<file path="src/design/dfr_pkg.sv">
package dfr_pkg;

    // frame geometry
    localparam int FRAME_BYTES = 8;
    localparam int IDX_W       = $clog2(FRAME_BYTES);
    localparam int LEN_W       = $clog2(FRAME_BYTES + 2);
    localparam int BYTE_W      = 8;
    localparam int FLAG_W      = 5;

    // frame byte positions
    localparam int POS_CMD  = 1;
    localparam int POS_P3   = 4;
    localparam int POS_CSUM = FRAME_BYTES - 2;

    // delimiter and command codes
    localparam logic [BYTE_W-1:0] DELIM       = 8'hF5;
    localparam logic [BYTE_W-1:0] CMD_RECOG   = 8'h0B;
    localparam logic [BYTE_W-1:0] CMD_ENROLL1 = 8'h01;
    localparam logic [BYTE_W-1:0] CMD_ENROLL2 = 8'h02;
    localparam logic [BYTE_W-1:0] CMD_ENROLL3 = 8'h03;
    localparam logic [BYTE_W-1:0] CMD_DELETE  = 8'h05;
    localparam logic [BYTE_W-1:0] CMD_CANCEL  = 8'hC3;

    // sticky flag bits
    localparam int FLG_RECOG   = 0;
    localparam int FLG_ENROLL1 = 1;
    localparam int FLG_ENROLL2 = 2;
    localparam int FLG_ENROLL3 = 3;
    localparam int FLG_DELETE  = 4;

    // queue between front and back
    localparam int Q_DEPTH = 4;
    localparam int Q_PTR_W = $clog2(Q_DEPTH);

    typedef enum logic {
        OP_BYTE  = 1'b0,
        OP_CLEAR = 1'b1
    } t_op;

    typedef enum logic [1:0] {
        EV_NONE   = 2'd0,
        EV_ACCEPT = 2'd1,
        EV_REJECT = 2'd2
    } t_event;

    typedef logic [FRAME_BYTES-1:0][BYTE_W-1:0] t_frame;

    // one queued job: a status result or a frame to forward
    typedef struct packed {
        logic              fwd;
        t_event            ev;
        logic [BYTE_W-1:0] rc;
        logic [FLAG_W-1:0] flags;
        t_frame            frame;
    } t_entry;

endpackage

</file>
<file path="src/design/dfr_if.sv">
interface dfr_rx_if;
    import dfr_pkg::*;

    logic              valid;
    logic              ready;
    logic              op;
    logic [BYTE_W-1:0] rx_byte;
    logic [FLAG_W-1:0] clear_mask;

    modport source (output valid, op, rx_byte, clear_mask, input ready);
    modport sink   (input valid, op, rx_byte, clear_mask, output ready);
endinterface

interface dfr_tx_if;
    import dfr_pkg::*;

    logic              valid;
    logic              ready;
    logic              is_forward;
    logic [BYTE_W-1:0] tx_byte;
    logic              last;
    logic [1:0]        frame_event;
    logic [BYTE_W-1:0] resp_code;
    logic [FLAG_W-1:0] flags;

    modport source (output valid, is_forward, tx_byte, last, frame_event, resp_code, flags,
                    input ready);
    modport sink   (input valid, is_forward, tx_byte, last, frame_event, resp_code, flags,
                    output ready);
endinterface

</file>
<file path="src/design/dfr_front.sv">
module dfr_front (
    input  logic            i_clk,
    input  logic            i_rst_n,
    dfr_rx_if.sink          i_rx,
    input  logic            i_full,
    output logic            o_push,
    output dfr_pkg::t_entry o_entry
);
    import dfr_pkg::*;

    logic              r_coll,  n_coll;
    logic [LEN_W-1:0]  r_len,   n_len;
    logic [BYTE_W-1:0] r_rc,    n_rc;
    logic [FLAG_W-1:0] r_flags, n_flags;
    t_frame            r_store, v_frame;

    logic              accept;
    logic [LEN_W-1:0]  len_inc;
    logic [BYTE_W-1:0] csum;
    logic [BYTE_W-1:0] cmd;
    logic [BYTE_W-1:0] p3;
    logic              ok;
    logic              fwd;
    t_event            ev;

    assign i_rx.ready = !i_full;
    assign accept     = i_rx.valid && !i_full;
    assign o_push     = accept;

    always_comb begin
        n_coll  = r_coll;
        n_len   = r_len;
        n_rc    = r_rc;
        n_flags = r_flags;
        v_frame = r_store;
        len_inc = r_len;
        ok      = 1'b0;
        fwd     = 1'b0;
        ev      = EV_NONE;
        csum    = '0;
        cmd     = '0;
        p3      = '0;

        if (t_op'(i_rx.op) == OP_CLEAR) begin
            n_flags = r_flags & ~i_rx.clear_mask;
        end else if (!r_coll) begin
            if (i_rx.rx_byte == DELIM) begin
                v_frame[0] = i_rx.rx_byte;
                n_len      = LEN_W'(1);
                n_coll     = 1'b1;
            end
        end else begin
            if (r_len < LEN_W'(FRAME_BYTES)) begin
                v_frame[r_len[IDX_W-1:0]] = i_rx.rx_byte;
            end
            if (r_len <= LEN_W'(FRAME_BYTES)) begin
                len_inc = r_len + LEN_W'(1);
            end
            n_len = len_inc;

            // checksum covers command through the byte before the check byte
            for (int i = 1; i < POS_CSUM; i++) begin
                csum = csum ^ v_frame[i];
            end
            for (int i = 0; i < FRAME_BYTES; i++) begin
                if (i == POS_CMD) cmd = v_frame[i];
                if (i == POS_P3)  p3  = v_frame[i];
            end

            if (i_rx.rx_byte == DELIM) begin
                n_coll = 1'b0;
                n_len  = '0;
                ok     = (len_inc == LEN_W'(FRAME_BYTES)) && (csum == v_frame[POS_CSUM]);
                if (ok) begin
                    ev = EV_ACCEPT;
                    unique case (cmd)
                        CMD_RECOG: begin
                            n_rc = p3;
                            n_flags[FLG_RECOG] = 1'b1;
                            fwd = 1'b1;
                        end
                        CMD_ENROLL1: begin
                            n_rc = p3;
                            n_flags[FLG_ENROLL1] = 1'b1;
                            fwd = 1'b1;
                        end
                        CMD_ENROLL2: begin
                            n_rc = p3;
                            n_flags[FLG_ENROLL2] = 1'b1;
                            fwd = 1'b1;
                        end
                        CMD_ENROLL3: begin
                            n_rc = p3;
                            n_flags[FLG_ENROLL3] = 1'b1;
                            fwd = 1'b1;
                        end
                        CMD_DELETE: begin
                            n_flags[FLG_DELETE] = 1'b1;
                            fwd = 1'b1;
                        end
                        CMD_CANCEL: begin
                            fwd = 1'b0;
                        end
                        default: begin
                            fwd = 1'b0;
                        end
                    endcase
                end else begin
                    ev = EV_REJECT;
                end
            end
        end

        o_entry.fwd   = fwd;
        o_entry.ev    = ev;
        o_entry.rc    = n_rc;
        o_entry.flags = n_flags;
        o_entry.frame = v_frame;
    end

    always_ff @(posedge i_clk) begin
        if (!i_rst_n) begin
            r_coll  <= 1'b0;
            r_len   <= '0;
            r_rc    <= '0;
            r_flags <= '0;
        end else if (accept) begin
            r_coll  <= n_coll;
            r_len   <= n_len;
            r_rc    <= n_rc;
            r_flags <= n_flags;
        end
    end

    always_ff @(posedge i_clk) begin
        if (accept) begin
            r_store <= v_frame;
        end
    end

endmodule

</file>
<file path="src/design/dfr_fifo.sv">
module dfr_fifo (
    input  logic            i_clk,
    input  logic            i_rst_n,
    input  logic            i_push,
    input  dfr_pkg::t_entry i_entry,
    input  logic            i_pop,
    output logic            o_full,
    output logic            o_empty,
    output dfr_pkg::t_entry o_head
);
    import dfr_pkg::*;

    t_entry             r_mem [Q_DEPTH];
    logic [Q_PTR_W-1:0] r_wr_ptr;
    logic [Q_PTR_W-1:0] r_rd_ptr;
    logic [Q_PTR_W:0]   r_count, n_count;

    assign o_full  = (r_count == (Q_PTR_W + 1)'(Q_DEPTH));
    assign o_empty = (r_count == '0);
    assign o_head  = r_mem[r_rd_ptr];

    always_comb begin
        n_count = r_count;
        if (i_push && !i_pop) n_count = r_count + 1'b1;
        if (!i_push && i_pop) n_count = r_count - 1'b1;
    end

    always_ff @(posedge i_clk) begin
        if (!i_rst_n) begin
            r_wr_ptr <= '0;
            r_rd_ptr <= '0;
            r_count  <= '0;
        end else begin
            if (i_push) r_wr_ptr <= r_wr_ptr + 1'b1;
            if (i_pop)  r_rd_ptr <= r_rd_ptr + 1'b1;
            r_count <= n_count;
        end
    end

    always_ff @(posedge i_clk) begin
        if (i_push) begin
            r_mem[r_wr_ptr] <= i_entry;
        end
    end

endmodule

</file>
<file path="src/design/dfr_back.sv">
module dfr_back (
    input  logic            i_clk,
    input  logic            i_rst_n,
    input  logic            i_empty,
    input  dfr_pkg::t_entry i_head,
    output logic            o_pop,
    dfr_tx_if.source        o_tx
);
    import dfr_pkg::*;

    logic [IDX_W-1:0] r_cnt;
    logic             is_last;
    logic             xfer;

    assign is_last = !i_head.fwd || (r_cnt == IDX_W'(FRAME_BYTES - 1));
    assign xfer    = o_tx.valid && o_tx.ready;
    assign o_pop   = xfer && is_last;

    assign o_tx.valid       = !i_empty;
    assign o_tx.is_forward  = i_head.fwd;
    assign o_tx.tx_byte     = i_head.fwd ? i_head.frame[r_cnt] : '0;
    assign o_tx.last        = is_last;
    assign o_tx.frame_event = i_head.ev;
    assign o_tx.resp_code   = i_head.rc;
    assign o_tx.flags       = i_head.flags;

    // byte index within a forwarded frame
    always_ff @(posedge i_clk) begin
        if (!i_rst_n) begin
            r_cnt <= '0;
        end else if (xfer) begin
            if (is_last) r_cnt <= '0;
            else         r_cnt <= r_cnt + 1'b1;
        end
    end

endmodule

</file>
<file path="src/design/delimited_frame_receiver_xor_check_unit.sv">
// Channel  Dir  Payload                                              Transfer
// i_rx     in   op, rx_byte, clear_mask                              valid & ready
// o_tx     out  is_forward, tx_byte, last, frame_event,              valid & ready
//               resp_code, flags
//
// One input transfer per cycle while the job queue has room (4 entries).
// A status job leaves in one output transfer; a forwarded frame leaves as 8 output
// transfers, one byte each, paced by the byte counter in the back end.
// Reset (i_rst_n low, synchronous) clears the parser, flags, return code and queue.
// A stalled o_tx only blocks i_rx once the queue fills.
module delimited_frame_receiver_xor_check_unit (
    input  logic     i_clk,
    input  logic     i_rst_n,
    dfr_rx_if.sink   i_rx,
    dfr_tx_if.source o_tx
);
    import dfr_pkg::*;

    // front end: frame parsing, checksum, command decode, flag/return-code state
    logic   push;
    logic   full;
    t_entry entry;

    // back end: expands each queued job into its results
    logic   pop;
    logic   empty;
    t_entry head;

    dfr_front u_front (
        .i_clk   (i_clk),
        .i_rst_n (i_rst_n),
        .i_rx    (i_rx),
        .i_full  (full),
        .o_push  (push),
        .o_entry (entry)
    );

    // each entry carries a snapshot of the frame, so the parser may keep
    // overwriting its store while a forward is still draining
    dfr_fifo u_fifo (
        .i_clk   (i_clk),
        .i_rst_n (i_rst_n),
        .i_push  (push),
        .i_entry (entry),
        .i_pop   (pop),
        .o_full  (full),
        .o_empty (empty),
        .o_head  (head)
    );

    dfr_back u_back (
        .i_clk   (i_clk),
        .i_rst_n (i_rst_n),
        .i_empty (empty),
        .i_head  (head),
        .o_pop   (pop),
        .o_tx    (o_tx)
    );

endmodule
</file>
<file path="src/flat_wrapper.sv">
// flat-port wrapper written by rule: the top's interface ports become plain ports
module delimited_frame_receiver_xor_check_unit_flat import dfr_pkg::*;
  (i_clk, i_rst_n, i_rx_valid, i_rx_op, i_rx_rx_byte, i_rx_clear_mask, i_rx_ready, o_tx_valid, o_tx_is_forward, o_tx_tx_byte, o_tx_last, o_tx_frame_event, o_tx_resp_code, o_tx_flags, o_tx_ready);
  dfr_rx_if i_rx_i ();
  dfr_tx_if o_tx_i ();
  input  logic i_clk;
  input  logic i_rst_n;
  input wire logic [$bits(i_rx_i.valid)-1:0] i_rx_valid;
  input wire logic [$bits(i_rx_i.op)-1:0] i_rx_op;
  input wire logic [$bits(i_rx_i.rx_byte)-1:0] i_rx_rx_byte;
  input wire logic [$bits(i_rx_i.clear_mask)-1:0] i_rx_clear_mask;
  output wire logic [$bits(i_rx_i.ready)-1:0] i_rx_ready;
  output wire logic [$bits(o_tx_i.valid)-1:0] o_tx_valid;
  output wire logic [$bits(o_tx_i.is_forward)-1:0] o_tx_is_forward;
  output wire logic [$bits(o_tx_i.tx_byte)-1:0] o_tx_tx_byte;
  output wire logic [$bits(o_tx_i.last)-1:0] o_tx_last;
  output wire logic [$bits(o_tx_i.frame_event)-1:0] o_tx_frame_event;
  output wire logic [$bits(o_tx_i.resp_code)-1:0] o_tx_resp_code;
  output wire logic [$bits(o_tx_i.flags)-1:0] o_tx_flags;
  input wire logic [$bits(o_tx_i.ready)-1:0] o_tx_ready;
  assign i_rx_i.valid = i_rx_valid;
  assign i_rx_i.op = i_rx_op;
  assign i_rx_i.rx_byte = i_rx_rx_byte;
  assign i_rx_i.clear_mask = i_rx_clear_mask;
  assign i_rx_ready = i_rx_i.ready;
  assign o_tx_valid = o_tx_i.valid;
  assign o_tx_is_forward = o_tx_i.is_forward;
  assign o_tx_tx_byte = o_tx_i.tx_byte;
  assign o_tx_last = o_tx_i.last;
  assign o_tx_frame_event = o_tx_i.frame_event;
  assign o_tx_resp_code = o_tx_i.resp_code;
  assign o_tx_flags = o_tx_i.flags;
  assign o_tx_i.ready = o_tx_ready;
  delimited_frame_receiver_xor_check_unit u_core (.i_clk(i_clk), .i_rst_n(i_rst_n), .i_rx(i_rx_i), .o_tx(o_tx_i));
endmodule
</file>
<file path="config.mk">
export PLATFORM = sky130hd
export DESIGN_NAME = delimited_frame_receiver_xor_check_unit_flat
export DESIGN_NICKNAME = d
export VERILOG_FILES = /design/src/design/dfr_pkg.sv /design/src/design/dfr_if.sv /design/src/design/dfr_front.sv /design/src/design/dfr_fifo.sv /design/src/design/dfr_back.sv /design/src/design/delimited_frame_receiver_xor_check_unit.sv /design/src/flat_wrapper.sv
export SDC_FILE = /design/constraint.sdc
export NUM_CORES = 1
export LEC_CHECK = 0
export BUFFER_PORTS_ARGS = -buffer_cell sky130_fd_sc_hd__buf_2
export CORE_MARGIN = 2
export CORE_UTILIZATION = 61
export CTS_CLUSTER_DIAMETER = 40
export DETAILED_ROUTE_END_ITERATION = 7
export GPL_ROUTABILITY_DRIVEN = 0
export PLACE_DENSITY = 0.78
export SETUP_SLACK_MARGIN = 0.2
export SLEW_MARGIN = 20
export SYNTH_ARGS = -nofsm -noshare
export SYNTH_HDL_FRONTEND = slang
export SYNTH_HIERARCHICAL = 1
export SYNTH_SLANG_ARGS = --single-unit
</file>
<file path="constraint.sdc">
create_clock -name i_clk -period 5.8 [get_ports i_clk]
set_input_delay 1.16 -clock i_clk [delete_from_list [all_inputs] [get_ports i_clk]]
set_output_delay 1.16 -clock i_clk [all_outputs]
set_load 0.1 [all_outputs]
</file>
After elaboration in Yosys (flattened, before gate mapping)
Memories as Yosys holds them, arrays and structs flattened. A register that Yosys moved wholly into a read port is not among the register bits.
Index checks and enable logic that the tools add are counted.
{ "word_totals": {"register_bits": 92, "ramBits": 320, "input_bits": 18, "output_inout_bits": 27, "wordCells": 119, "mem_count": 1} }
{ "mem_list": {"columns": ["name", "words", "word_bits", "rd", "rd_clocked_by_memory_dff", "write_ports", "line", "rtl"], "rows": [
  ["u_core.u_fifo.r_mem", 4, 80, 1, 1, 1, "dfr_fifo.sv:13", "t_entry r_mem [Q_DEPTH];"]
]} }
{ "classes": {"n_addsub": 6, "order_cmp": 5, "eq_ne": 10, "mux": 54, "bitwise_logic": 7, "n_reduce_logical": 20} }
{ "ops": {"columns": ["cell", "count"], "rows": [
  ["64-bit 2-to-1 mux", 4],
  ["8-bit 2-to-1 mux", 12],
  ["64-bit bitwise mux", 1],
  ["56-bit 2-to-1 mux", 1],
  ["8-bit bitwise XOR", 4],
  ["8-bit binary-select mux with 3-bit select", 1],
  ["8-bit demux with 3-bit select", 1],
  ["4-bit 2-to-1 mux", 6],
  ["5-bit 2-to-1 mux", 4],
  ["8-bit by 2-bit equality test with 1-bit output (second input constant)", 2],
  ["1-bit 2-to-1 mux", 15],
  ["2-bit 2-to-1 mux", 6],
  ["3-bit 2-to-1 mux", 3],
  ["8-bit by 1-bit equality test with 1-bit output (second input constant)", 1],
  ["8-bit by 3-bit equality test with 1-bit output (second input constant)", 1],
  ["8-bit by 4-bit equality test with 1-bit output (second input constant)", 1],
  ["8-bit equality test", 1],
  ["8-bit equality test (second input constant)", 1],
  ["3-bit by 4-bit < comparator with 1-bit output (second input constant)", 2],
  ["1-bit logical AND", 7],
  ["3-bit by 1-bit adder with 3-bit output (second input constant)", 2],
  ["3-bit equality test (second input constant)", 2],
  ["5-bit AND", 1],
  ["1-bit zero test", 5],
  ["16 further kinds", 18]
]} }

Logic depth before layout (Yosys ltp)
{ "depth": {"word_depth": 18, "ltp_mapped": 13, "ltp_nobuf": 12} }

By module
The synthesis kept the hierarchy.
{ "modules_own_cells": {"columns": ["module", "n_inst", "cells_each", "area_each_um2", "seq_area_each_um2"], "rows": [
  ["dfr_fifo", 1, 464, 12076.6, 9789.4],
  ["dfr_front", 1, 592, 5505.3, 2282.2],
  ["dfr_back", 1, 70, 830.8, 60.1]
]} }

Worst setup path after synthesis
OpenSTA, ideal clock, no wires.
{ "synth_timing": {"path_kind": "register to register", "start": "register u_core.u_fifo.r_count[0]", "end": "memory u_core/u_fifo/r_mem[0][0] (netlist name) (enable)", "setup_ps": 447, "arrival_time_ps": 4977, "t_required_ps": 5353, "setup_slack_ps": 376, "path_stages_with_launch": 8, "path_buffers": 1, "path_cell_list": "dfxtp_1 > inv_1 > and3_1 > inv_1 > nand2_1 > clkbuf_1 > inv_1 > and2_1"} }
{ "synth_between": {"elab_chain_len": 5} }
{ "synth_rtl": {"columns": ["item", "line", "rtl"], "rows": [
  ["start: declaration", "dfr_fifo.sv:16", "logic [Q_PTR_W:0] r_count, n_count;"],
  ["start signal: assignment", "dfr_fifo.sv:36", "r_count <= n_count;"],
  ["3-bit equality test", "dfr_fifo.sv:18", "assign o_full = (r_count == (Q_PTR_W + 1)'(Q_DEPTH));"],
  ["net u_core.full", "delimited_frame_receiver_xor_check_unit.sv:21", "logic full;"],
  ["1-bit zero test", null, null],
  ["net i_rx_ready", "flat_wrapper.sv:12", "output wire logic [$bits(i_rx_i.ready)-1:0] i_rx_ready;"],
  ["1-bit logical AND", "dfr_front.sv:27", "assign accept = i_rx.valid && !i_full;"],
  ["net u_core.push", "delimited_frame_receiver_xor_check_unit.sv:20", "logic push;"],
  ["1-bit 2-to-1 mux", "dfr_fifo.sv:41", "if (i_push) begin"],
  ["1-bit 2-to-1 mux (not written as such)", "dfr_fifo.sv:42", "r_mem[r_wr_ptr] <= i_entry;"],
  ["end: declaration", "dfr_fifo.sv:13", null]
]} }
The timed path passes the listed nets, and every way through them passes these cells.

==> results by group <==
Die
  – Width of the chip: 178 um
  – IO Pins: 45
  – Core area: 0.0297 mm^2
  – Die Y: around 180 um
  – Rows: 63
  – Die area: 0.0316 mm^2
  – Initial Utilization: 0.620

CTS
  – Post-CTS setup buffer count: 0
  – Clk pin slew, worst setup/hold paths: ~60 ps
  – Clk_lat worst skew: about 540 ps
  – H-tree Lvls: 2
  – Longest Clk Path Bufs: 3
  – Post-CTS Resized: 0
  – Clock Tree Root: clkbuf_16
  – Post-CTS Hold Fix Bufs: 0
  – Num CTS Buffers: 47
  – CTS tree: built
  – Clock sink count: 414

Global route
  – GR peak layer: met2
  – GR Overflow Total: 0
  – Total global-route track usage: 0.261
  – Grt met3 use: 0.0452
  – GRT met2 Usage: 0.417
  – Largest net degree at the start of global routing: a little over 80
  – Vias in the first global route: 10300
  – Antenna violations before repair: 0
  – Global-route wire length before repair: ~60000 um
  – M1 GR Usage: 0.359

STA
  – Fmax: 0.216 GHz
  – Slew Limit Fails: 0
  – Fin crit share: 0.798
  – Slew HR: 0.335
  – Final-report hold violation count: 0
  – Slew @ Worst Pin: 995 ps
  – RSZ-0062 raised after global routing: no
  – Clock Skew: 17.9 ps
  – Final worst path period need: 4630 ps
  – # setup viols final: 0
  – Final setup TNS: 0 ps

Synthesis
  – FFs w/ async S/R, synth: 0
  – Yosys reg bits: 414
  – Synth cell types: 66
  – Syn avg cell area: about 16 um^2
  – Seq/Total Area, Yosys: 0.659
  – Post-Syn Area: 0.0184 mm^2
  – Syn nets: between 1000 and 1500
  – Top cells by area, synth: edfxtp_1, mux4_2, dfxtp_1
  – Yosys top cell area share: 0.626
  – Ys Warns: 6
  – Area leader, netlist: edfxtp_1
  – EDFF count, synth: 384
  – Syn Inst Count: between 1000 and 1500
  – Synth Flop Type: edfxtp_1

Run
  – Max_cap viols: 0

Route
  – Drt drc: 0
  – Detailed Route WL: 39700 um
  – First-pass detailed-route iteration total: 5
  – Antenna-violating nets left: 0
  – DR vias: 10400
  – Initial DRC count: 1278
  – Routed vias/inst: around 6.5
  – WL/cell: 25.1 um

Layout
  – Area grow syn2layout: 9.90%
  – Most frequent cells in the layout: edfxtp_1, nand2_1, mux4_2
  – Ant diodes: 0
  – Cell Count, Final, Fillers Out: around 1600
  – Final nets: around 1200
  – Layout cell share with drive strength beyond 1: 0.229
  – Commonest non-fill, non-tap cell in the layout: edfxtp_1
  – Fill count: 1880
  – Fin util: 0.681

Placed design
  – DP HPWL: 24400 um
  – Port Buffers: 44
  – Placed insts: 1497

Critical path
  – CP startpoint kind: register
  – RR Startpoint: u_core/u_front/r_len[2]
  – Worst r2r dst: u_core/u_fifo/r_mem[1][67]
  – Worst setup path class: register to output port
  – CP max stage cell: dfxtp_4
  – CP Capture Type: output port
  – CP Capture Point: o_tx_tx_byte[6]
  – CP cell instances: buf_12 > mux4_2 > mux4_1 > mux2i_1 > nor2_1 > buf_2
  – Crit-path leading delay family: multiplexers
  – Critical Path AT: between 3000 and 4000 ps
  – Worst path max stage delay: 800 ps
  – CP Depth: 6
  – WP data required: 4640 ps
  – Flop-to-flop setup slack: 1530 ps
  – Worst path buffer plus inverter count: 2
  – R2R cell count: 8
  – Critical path peak fanout: 32

Hold path
  – Type of the tightest min-delay check: register to register

Power
  – P_leak: 5.90 nW
  – Final Power: between 7 and 8 mW
  – Pwr dens: 385 mW/mm^2
  – Peak supply drop: ~0.00023 V

Status
  – Status: finished clean
## Yosys cell counts (5+ instances only)
cell type	count
o31ai_1	8
buf_4	21
mux2i_1	30
ha_1	9
a32oi_1	5
nor4bb_1	5
mux4_1	7
o21ai_0	62
clkbuf_1	32
mux4_2	89
a22oi_1	6
xnor2_1	42
nand2_1	109
nor3_1	18
a21oi_1	22
buf_12	9
edfxtp_1	384
a221oi_1	7
buf_2	19
nor2_1	33
inv_1	26
nand2b_1	5
nand4_1	6
mux2_2	27
o211ai_1	9
dfxtp_1	30
a22o_1	6
nand3_1	7
and2_1	10
xor2_1	18
nor2b_1	7
## state kept, by name, indices dropped and copies added, names as in the netlist, 3 cells and up, named ones only
register	count
u_core/u_front/r_flags	5
u_core/u_front/r_rc	8
u_core/u_fifo/r_count	3
u_core/u_front/r_len	4
u_core/u_front/r_store	64
u_core/u_back/r_cnt	3
u_core/u_fifo/r_mem	320
## final cells by class
type | instances | area (um^2) | share of cell area
clock inverter | 24 | 233 | 0.0115
tap | 390 | 488 | 0.0241
sequential | 414 | 12100 | 0.600
timing repair buffer | 66 | 410 | 0.0203
inverter | 26 | 97.6 | 0.00482
multi-input combinational | 601 | 5610 | 0.277
clock buffer | 62 | 1250 | 0.0619
## how the worst min path moves through the flow
| stage | from | to | depth (start not counted) |
|---|---|---|---|
| floorplan | u_core/u_front/r_rc[0] | u_core/u_front/r_rc[0] | 2 |
| global placement | u_core/u_front/r_rc[2] | u_core/u_front/r_rc[2] | 2 |
| detailed placement | u_core/u_front/r_rc[7] | u_core/u_front/r_rc[7] | 2 |
| CTS | u_core/u_front/r_rc[6] | u_core/u_front/r_rc[6] | 2 |
| global route | u_core/u_front/r_rc[0] | u_core/u_front/r_rc[0] | 2 |
| finish | u_core/u_front/r_rc[6] | u_core/u_front/r_rc[6] | 2 |
## logic make-up (layout without fill, tap and decap cells)
| family | Yosys count | count (layout) | share of synthesized area |
|---|---|---|---|
| flops | 414 | 414 | 0.659 |
| simple gates | 231 | 231 | 0.0652 |
| mux | 154 | 154 | 0.152 |
| compound gates | 144 | 144 | 0.0495 |
| buf+inv | 111 | 178 | 0.0374 |
| xor+xnor | 60 | 60 | 0.0285 |
| fa+ha+maj | 12 | 12 | 0.00829 |
## power breakdown
part           leakage (nW)  switching (mW)  internal (mW)
clock                 0.716            1.14           1.67
combinational          2.13            1.02          0.406
sequential             3.05           0.109           3.44
## worst reg2reg max path: cells and delay by family (launching register included)
kind            cells  cell delay (ps)
simple gates        3             1310
flops               1              930
compound gates      1              620
xor+xnor            2              350
mux                 2              780
## per-stage QoR
step	instance area, um^2	hold WS (ps)	setup slack, ps
floorplan	18400	431	376
global placement	18800	438	1660
detailed placement	18800	446	1640
CTS	20200	457	1100
global route	20200	489	1000
finish	20200	465	1170
## metal layers
layer  share of wire  up-vias
li1                -     4464
met1            0.40     5241
met2            0.48      543
met3           0.080      102
met4           0.042        0
met5               0        -
Note: power is estimated with default switching activity, not from simulation.
